==> config.mk <==
export PLATFORM = sky130hd
export DESIGN_NAME = cht_front
export DESIGN_NICKNAME = d
export VERILOG_FILES = /design/src/design/cht_pkg.sv /design/src/design/cht_front.sv
export SDC_FILE = /design/constraint.sdc
export NUM_CORES = 1
export LEC_CHECK = 0
export BUFFER_PORTS_ARGS = -buffer_cell sky130_fd_sc_hd__buf_2
export CORE_MARGIN = 4
export CORE_UTILIZATION = 35
export DETAILED_ROUTE_END_ITERATION = 8
export SETUP_SLACK_MARGIN = 0.2
export SYNTH_ARGS = -nofsm -noshare
export SYNTH_HDL_FRONTEND = slang
export SYNTH_SLANG_ARGS = --single-unit
export TNS_END_PERCENT = 5
==> constraint.sdc <==
create_clock -name clk -period 7.69 [get_ports clk]
set_clock_uncertainty 0.2 [all_clocks]
set_input_delay 0.3845 -clock clk [delete_from_list [all_inputs] [get_ports clk]]
set_output_delay 0.3845 -clock clk [all_outputs]
set_load 0.01 [all_outputs]
==> src/design/cht_pkg.sv <==
// ----------------------------------------------------------------------------
// Chained hash table package
// Shared widths, request and status codes, and the item type that passes from
// the front part to the back part.
// ----------------------------------------------------------------------------
package cht_pkg;

  localparam int KEY_W    = 64;
  localparam int HANDLE_W = 16;
  localparam int REQ_W    = 2;
  localparam int STATUS_W = 3;
  localparam int COUNT_W  = 10;
  localparam int BC_W     = 7;
  localparam int SUM_W    = 14;
  localparam int REM_W    = 7;

  localparam logic [REQ_W-1:0] REQ_INSERT = 2'd0;
  localparam logic [REQ_W-1:0] REQ_DELETE = 2'd1;
  localparam logic [REQ_W-1:0] REQ_LOOKUP = 2'd2;

  localparam logic [STATUS_W-1:0] ST_OK        = 3'd0;
  localparam logic [STATUS_W-1:0] ST_DUP       = 3'd1;
  localparam logic [STATUS_W-1:0] ST_NOT_FOUND = 3'd2;
  localparam logic [STATUS_W-1:0] ST_NULL      = 3'd3;
  localparam logic [STATUS_W-1:0] ST_FULL      = 3'd4;

  typedef struct packed {
    logic [REQ_W-1:0]    req;
    logic [KEY_W-1:0]    key;
    logic [HANDLE_W-1:0] handle;
    logic [REM_W-1:0]    bucket;
  } cht_item_t;

endpackage

==> src/design/cht_front.sv <==
// ----------------------------------------------------------------------------
// Chained hash table front part
// Accepts a request, trims the key, forms the weighted character sum and
// reduces it modulo the bucket count two bits a cycle.
// ----------------------------------------------------------------------------
module cht_front
  import cht_pkg::*;
#(
  parameter int MAX_BUCKETS = 64,
  parameter int KEY_CHARS   = 8
) (
  input  logic                clk,
  input  logic                rst,
  input  logic [BC_W-1:0]     bucket_count,
  input  logic                clearing,
  input  logic                push,
  output logic                full,
  input  logic [REQ_W-1:0]    req_type,
  input  logic [KEY_W-1:0]    key,
  input  logic [HANDLE_W-1:0] handle,
  output logic                item_valid,
  input  logic                item_ready,
  output cht_item_t           item
);

  localparam logic [1:0] F_IDLE = 2'd0;
  localparam logic [1:0] F_SUM  = 2'd1;
  localparam logic [1:0] F_MOD  = 2'd2;
  localparam logic [1:0] F_OUT  = 2'd3;

  logic [1:0]          state;
  logic [REQ_W-1:0]    req_r;
  logic [KEY_W-1:0]    key_r;
  logic [HANDLE_W-1:0] handle_r;
  logic [SUM_W-1:0]    sum;
  logic [REM_W-1:0]    rem;
  logic [REM_W-1:0]    mod_r;
  logic [2:0]          step;

  logic [KEY_W-1:0]    nkey;
  logic [REM_W-1:0]    mod_c;
  logic [SUM_W-1:0]    sum_c;
  logic [REM_W:0]      r1;
  logic [REM_W:0]      r2;

  always_comb begin
    logic alive;
    alive = 1'b1;
    nkey  = '0;
    for (int i = 0; i < 8; i++) begin
      alive = alive && (i < KEY_CHARS) && (key[8*i +: 8] != 8'd0);
      if (alive) begin
        nkey[8*i +: 8] = key[8*i +: 8];
      end
    end
  end

  always_comb begin
    if (bucket_count == '0) begin
      mod_c = REM_W'(1);
    end else if (32'(bucket_count) > MAX_BUCKETS) begin
      mod_c = REM_W'(MAX_BUCKETS);
    end else begin
      mod_c = bucket_count;
    end
  end

  always_comb begin
    sum_c = '0;
    for (int i = 0; i < 8; i++) begin
      sum_c = sum_c + SUM_W'(key_r[8*i +: 8]) * SUM_W'(i + 1);
    end
  end

  always_comb begin
    r1 = {rem, sum[SUM_W-1]};
    if (r1 >= {1'b0, mod_r}) begin
      r1 = r1 - {1'b0, mod_r};
    end
    r2 = {r1[REM_W-1:0], sum[SUM_W-2]};
    if (r2 >= {1'b0, mod_r}) begin
      r2 = r2 - {1'b0, mod_r};
    end
  end

  assign full       = (state != F_IDLE) || clearing;
  assign item_valid = (state == F_OUT);
  assign item.req    = req_r;
  assign item.key    = key_r;
  assign item.handle = handle_r;
  assign item.bucket = rem;

  always_ff @(posedge clk) begin
    if (rst) begin
      state <= F_IDLE;
    end else begin
      case (state)
        F_IDLE: begin
          if (push && !full) begin
            state <= F_SUM;
          end
        end
        F_SUM: begin
          state <= F_MOD;
        end
        F_MOD: begin
          if (step == 3'(SUM_W / 2 - 1)) begin
            state <= F_OUT;
          end
        end
        F_OUT: begin
          if (item_ready) begin
            state <= F_IDLE;
          end
        end
        default: begin
          state <= F_IDLE;
        end
      endcase
    end
  end

  always_ff @(posedge clk) begin
    case (state)
      F_IDLE: begin
        req_r    <= req_type;
        key_r    <= nkey;
        handle_r <= handle;
        mod_r    <= mod_c;
      end
      F_SUM: begin
        sum  <= sum_c;
        rem  <= '0;
        step <= '0;
      end
      F_MOD: begin
        rem  <= r2[REM_W-1:0];
        sum  <= {sum[SUM_W-3:0], 2'b00};
        step <= step + 3'd1;
      end
      default: begin
      end
    endcase
  end

endmodule

Word level (Yosys, flattened, before mapping)
Index checks and enable logic that the tools add are counted.
{"block": "op_classes", "n_reduce_logical": 24, "magnitude_cmp": 3, "n_addsub": 10, "multipliers": 4, "mux": 10, "n_eq_ne": 7}
{"operator": "nonzero test 8 bit", "count": 8}
{"operator": "adder 14 x 11 -> 14 bit", "count": 2}
{"operator": "one-hot mux 14 bit (2 select lines)", "count": 1}
{"operator": "multiplier 8 x 3 -> 11 bit (second input constant)", "count": 2}
{"operator": "two-way mux 7 bit", "count": 3}
{"operator": "multiplier 8 x 2 -> 10 bit (second input constant)", "count": 2}
{"operator": "greater-or-equal comparator 8 x 7 -> 1 bit", "count": 2}
{"operator": "adder 13 x 11 -> 14 bit", "count": 1}
{"operator": "one-hot mux 7 bit (2 select lines)", "count": 1}
{"operator": "subtractor 7 bit", "count": 2}
{"operator": "adder 12 x 11 -> 13 bit", "count": 1}
{"operator": "adder 11 x 10 -> 12 bit", "count": 1}
{"operator": "adder 10 x 10 -> 11 bit", "count": 1}
{"operator": "adder 8 x 9 -> 10 bit", "count": 1}
{"operator": "logical AND 1 bit", "count": 8}
{"operator": "one-hot mux 2 bit (4 select lines)", "count": 1}
{"operator": "> comparator 7 bit (second input constant)", "count": 1}
{"operator": "zero test 7 bit", "count": 1}
{"operator": "two-way mux 2 bit", "count": 3}
{"operator": "one-hot mux 3 bit (2 select lines)", "count": 1}
{"operator": "== test 2 bit (second input constant)", "count": 2}
{"operator": "inequality test 2 bit (second input constant)", "count": 2}
{"operator": "nonzero test 2 bit", "count": 2}
{"operator": "adder 3 x 1 -> 3 bit (second input constant)", "count": 1}
{"operator": "8 further kinds", "count": 8}
{"block": "word_totals", "output_inout_bits": 91, "register_bits": 115, "wordCells": 74}

Longest topological paths before layout
{"block": "depth", "word_depth": 8, "depth_mapped": 24, "mapped_depth_nobuf": 24}

Worst setup path before layout
No wires, ideal clock.
{"block": "synth_timing", "kind": "reg-to-reg", "from": "reg key_r[41]", "to": "reg sum[12], data pin", "required_time_ns": 7.231, "stages_incl_launch_ff": 25, "n_path_buf": 0, "arrival_time_ns": 5.516, "setup_slack_ns": 1.715, "period_less_slack_ns": 5.975, "path_cell_list": "edfxtp_1 > ha_1 > fa_1 > a21o_1 > a21oi_1 > nor2b_1 > o21ai_0 > nand2b_1 > xor2_1 > fa_1 > inv_1 > ha_1 > inv_1 > fa_1 > inv_1 > fa_1 > inv_1 > fa_1 > inv_1 > ha_1 > o21a_1 > o21a_1 > o21ai_0 > a221o_1 > a211o_1"}
{"block": "synth_between", "elab_chain_len": 5}
{"item": "start, declared", "line_no": "cht_front.sv:33", "rtl": "logic [KEY_W-1:0] key_r;"}
{"item": "start signal, assigned", "line_no": "cht_front.sv:127", "rtl": "key_r <= nkey;"}
{"item": "multiplier 8 x 2 -> 10 bit", "line_no": "cht_front.sv:71", "rtl": "sum_c = sum_c + SUM_W'(key_r[8*i +: 8]) * SUM_W'(i + 1);"}
{"item": "adder 13 x 11 -> 14 bit", "line_no": "cht_front.sv:71"}
{"item": "adder 14 x 11 -> 14 bit (2 in series)", "line_no": "cht_front.sv:71"}
{"item": "one-hot mux 14 bit (2 select lines)", "line_no": "cht_front.sv:124", "rtl": "case (state)"}
{"item": "end signal, assigned", "line_no": "cht_front.sv:132", "rtl": "sum <= sum_c;"}
{"item": "end signal, assigned", "line_no": "cht_front.sv:138", "rtl": "sum <= {sum[SUM_W-3:0], 2'b00};"}
{"item": "end, declared", "line_no": "cht_front.sv:35", "rtl": "logic [SUM_W-1:0] sum;"}
No other way between the ends.
A chain may end at the register's enable or synchronous reset.

Worst setup path in the final report
Ends and elaborated chain as after synthesis.

==> run summary <==
The run finished with clean final reports. The most frequent standard cell in the layout excluding fill and tap cells is sky130_fd_sc_hd__buf_2. Synthesis produced a netlist whose cell count is 664.

The critical path's largest stage delay was 0.52 ns. The die outline width was 161 microns. For the area of the core, the log shows 22,800 sq um. In the layout the commonest cells are sky130_fd_sc_hd__buf_2 (184), sky130_fd_sc_hd__inv_1 (127), sky130_fd_sc_hd__edfxtp_1 (113).

For the peak clock frequency supported by timing, the log shows 0.161 GHz. The synthesized netlist devotes 6.68% of its cell area to compound gates. The number of buffers and inverters on the critical path is 5. The storage element area was 3430 sq um; the worst-path maximum fanout was 5. Post-CTS repair changed the size of 0 cells. Yosys printed 0 warnings. The prevailing post-synth register cell is sky130_fd_sc_hd__edfxtp_1. The required time reported for the critical path endpoint was 7.64 ns; the aggregate global-route resource usage was 14.8%.

Worst slew margin relative to its limit: 50.0%. The average instance in the mapped netlist occupies 12.3 sq um. By area, the combinational part of the netlist is dominated by adder cells.

The tools report the post-DP HPWL as 14,600 microns. Measured on the finished design, the core utilization comes to 45.1%. The routed layout has 5,470 vias. The tools report the detailed-router iteration count before antenna repair as 4. The via count of the first global-routing pass was 5,919. For this run the aggregate overflow at the end of global routing stands at 0. For this run, design rule violations remaining after detail routing come to 0. The class of the most critical setup path was reg2reg.

The clock passes through at most 2 buffers. The tools report the aggregate negative setup slack as 0 ns. The min-delay analysis places its worst path in the category in2reg.

In the final layout, the share of cells above drive strength 1 is 30.2%. The run gives 6.15 ns as the arrival time at the worst endpoint. The final number of max-transition violations is 0. The worst setup path is captured at a register. On the critical path the largest part of the delay comes from adder cells. The diode insertion count for antenna repair is 0, and the multiplexer area fraction after synthesis is 1.81%. The clock buffer count from CTS was 17; the final net count was 1,115. The die is 161 microns tall.

The signal on the critical path passes through ha_1 -> fa_1 -> a21o_1 -> a21oi_1 -> nor2b_1 -> o21ai_0 -> nand2b_1 -> xor2_1 -> fa_1 -> inv_1 -> ha_1 -> inv_1 -> fa_1 -> inv_1 -> fa_1 -> inv_1 -> fa_1 -> inv_1 -> ha_1 -> o21a_1 -> o21a_1 -> o21ai_0 -> a221o_1 -> a211o_1. Entering global routing, the biggest net connects 55 pins. The post-layout minimum cycle time came out at 6.19 ns. The area share of fa/ha/maj cells after synthesis was 29.2%; the floorplan die area was 25,800 sq um. The number of vias per cell after detailed routing is 4.54, and the flop-to-flop setup slack is 1.50 ns.

The share of synthesized flip-flops with an asynchronous set or reset is 0%, and the total length of routed wires is 18,400 microns. TritonCTS built the clock tree. Final hold analysis gives a worst-case slack of 0.0380 ns.

The remaining antenna violation count was 0. In the final routed layout, each cell accounts on average for 15.3 microns. Counting flops and latches in the post-synthesis netlist gives 115.

During I/O placement, the number of pins put on the boundary was 185. The synthesized netlist devotes 1.61% of its cell area to XOR and XNOR gates. When the netlist entered floorplanning its net count stood at 901.

The tree built by TritonCTS fans out to 115 sinks. The clock tree synthesis step divided the H-tree into 4 levels. Critical-path cell with the highest stage delay: sky130_fd_sc_hd__fa_1. The kind of launch point of the worst setup path is a register.

Max-cap violations in this run came to 0. The initial antenna violation count is 0, and the area growth from synthesis to layout is 25.8%. In this run, synthesis inferred 113 flip-flops with an integrated enable.

The tools report the post-synthesis instance area as 8160 sq um. The tree is rooted in a sky130_fd_sc_hd__clkbuf_16. The global-route wire length before repair is 30,100 microns, and the part of the cycle the worst path needs is 80.5%. The routability congestion estimate from global placement was 0.803; the final-report setup violation count was 0.

Input and output buffers added on the ports amount to 184. The worst setup slack before clock tree synthesis is 1.51 ns. For the pin with the worst max-slew slack, the measured transition is 0.750 ns. The clock-pin slew reported for the worst setup and hold paths after clock tree synthesis works out to 0.06 ns. The number of different library cells used by synthesis comes to 54.

The tools report the total area of multi-input combinational cells as 4170 sq um. Once the floorplan was initialized, standard cells occupied 35.8% of the core. The tools report the standard-cell row count as 55. The fraction of the mapped netlist area in simple logic gates came out at 11.7%. After synthesis, flip-flops and latches occupy 42.1% of the total area. For the later-pin clock latency in the skew report, the log shows 0.41 ns. The logs give 1.50 ns for the worst setup margin and 213 for the violation count after the first detailed-route iteration. The fill cell instance count of the final layout is 2,130. Number of endpoints with negative hold slack in the final report: 0. Setup repair after global routing left no endpoint under its margin.
-- logic make-up (layout without fill, tap and decap cells) --
kind of cell               count (synthesis)  count (layout)
AOI/OAI and AO/OA                         75              75
and+or+nand+nor                          157             157
muxes                                     14              14
buffers and inverters                    145             372
adders and majority gates                143             143
xor gates and xnor gates                  15              15
DFF                                      115             115
-- worst paths after layout --
kind,from,end,cells past startpoint
worst max register to register,key_r[41],sum[12],24
worst min-delay path,bucket_count[6],mod_r[6],1
worst min register to register,state[0],state[0],2
worst max-delay path,key_r[41],sum[12],24
-- metrics by stage --
step	instance area [sq um]	cells
after floorplan	8160	664
after global placement	9410	1145
after detailed placement	9410	1145
after CTS	10300	1204
after global routing	10300	1204
final	10300	1204
-- cell type report --
cell class	instances	area share, %
clock buffer	18	4.18
clock inverter	14	1.50
inverter	127	4.64
multi-input combinational	404	40.7
sequential	115	33.4
tap	313	3.82
timing repair buffer	213	11.8
-- worst reg2reg max path, delay by kind of cell (launching register included) --
family / cells / cell delay, ns
compound gates: 8 / 1.46
xor+xnor: 1 / 0.16
fa+ha+maj: 8 / 3.27
buf+inv: 5 / 0.23
flops: 1 / 0.47
simple gates: 2 / 0.17
-- registers in the layout, summed over array words and instances, names as in the netlist --
| register | flops |
|---|---|
| handle_r | 16 |
| sum | 14 |
| mod_r | 7 |
| rem | 7 |
| step | 3 |
| key_r | 64 |
| req_r | 2 |
| state | 2 |
-- metal layers --
| metal | vias up | GRT usage [%] | share of wire, % |
|---|---|---|---|
| met2 | 136 | 25.3 | 49 |
| met3 | 18 | 3.90 | 5.7 |
| met1 | 2653 | 18.8 | 44 |
| li1 | 2663 | - | - |
| met4 | 0 | 4.11 | 1.5 |
| met5 | - | 0 | 0 |
-- synth_stat cells, types with 3 or more instances --
| cell | n | area (sq um) |
|---|---|---|
| sky130_fd_sc_hd__a21boi_0 | 4 | 30.0 |
| sky130_fd_sc_hd__a21o_1 | 6 | 45.0 |
| sky130_fd_sc_hd__a21oi_1 | 11 | 55.1 |
| sky130_fd_sc_hd__a221o_1 | 3 | 30.0 |
| sky130_fd_sc_hd__and2_1 | 18 | 113 |
| sky130_fd_sc_hd__and2_2 | 21 | 158 |
| sky130_fd_sc_hd__and2_4 | 10 | 87.6 |
| sky130_fd_sc_hd__and3_2 | 8 | 60.1 |
| sky130_fd_sc_hd__buf_6 | 3 | 33.8 |
| sky130_fd_sc_hd__clkbuf_1 | 13 | 48.8 |
| sky130_fd_sc_hd__edfxtp_1 | 113 | 3390 |
| sky130_fd_sc_hd__fa_1 | 79 | 1580 |
| sky130_fd_sc_hd__ha_1 | 64 | 801 |
| sky130_fd_sc_hd__inv_1 | 127 | 477 |
| sky130_fd_sc_hd__mux2_2 | 6 | 67.6 |
| sky130_fd_sc_hd__mux2i_1 | 8 | 80.1 |
| sky130_fd_sc_hd__nand2_1 | 21 | 78.8 |
| sky130_fd_sc_hd__nand2b_1 | 4 | 25.0 |
| sky130_fd_sc_hd__nor2_1 | 19 | 71.3 |
| sky130_fd_sc_hd__nor2b_1 | 20 | 125 |
| sky130_fd_sc_hd__nor3_1 | 7 | 35.0 |
| sky130_fd_sc_hd__nor3b_1 | 5 | 37.5 |
| sky130_fd_sc_hd__nor4_1 | 15 | 93.8 |
| sky130_fd_sc_hd__o21a_1 | 9 | 67.6 |
| sky130_fd_sc_hd__o21ai_0 | 17 | 85.1 |
| sky130_fd_sc_hd__o31ai_1 | 3 | 22.5 |
| sky130_fd_sc_hd__xnor2_1 | 9 | 78.8 |
| sky130_fd_sc_hd__xor2_1 | 6 | 52.6 |
-- what timing repair did --
| item | 4_1_cts | 5_1_grt |
|---|---|---|
| hold buffers | 27 | 0 |
| endpoints found under the hold margin | 28 | 0 |
| setup buffers | 0 | 0 |
Power is not shown: default switching activity piles up to over one toggle a cycle in this logic, so the estimate is an artifact.
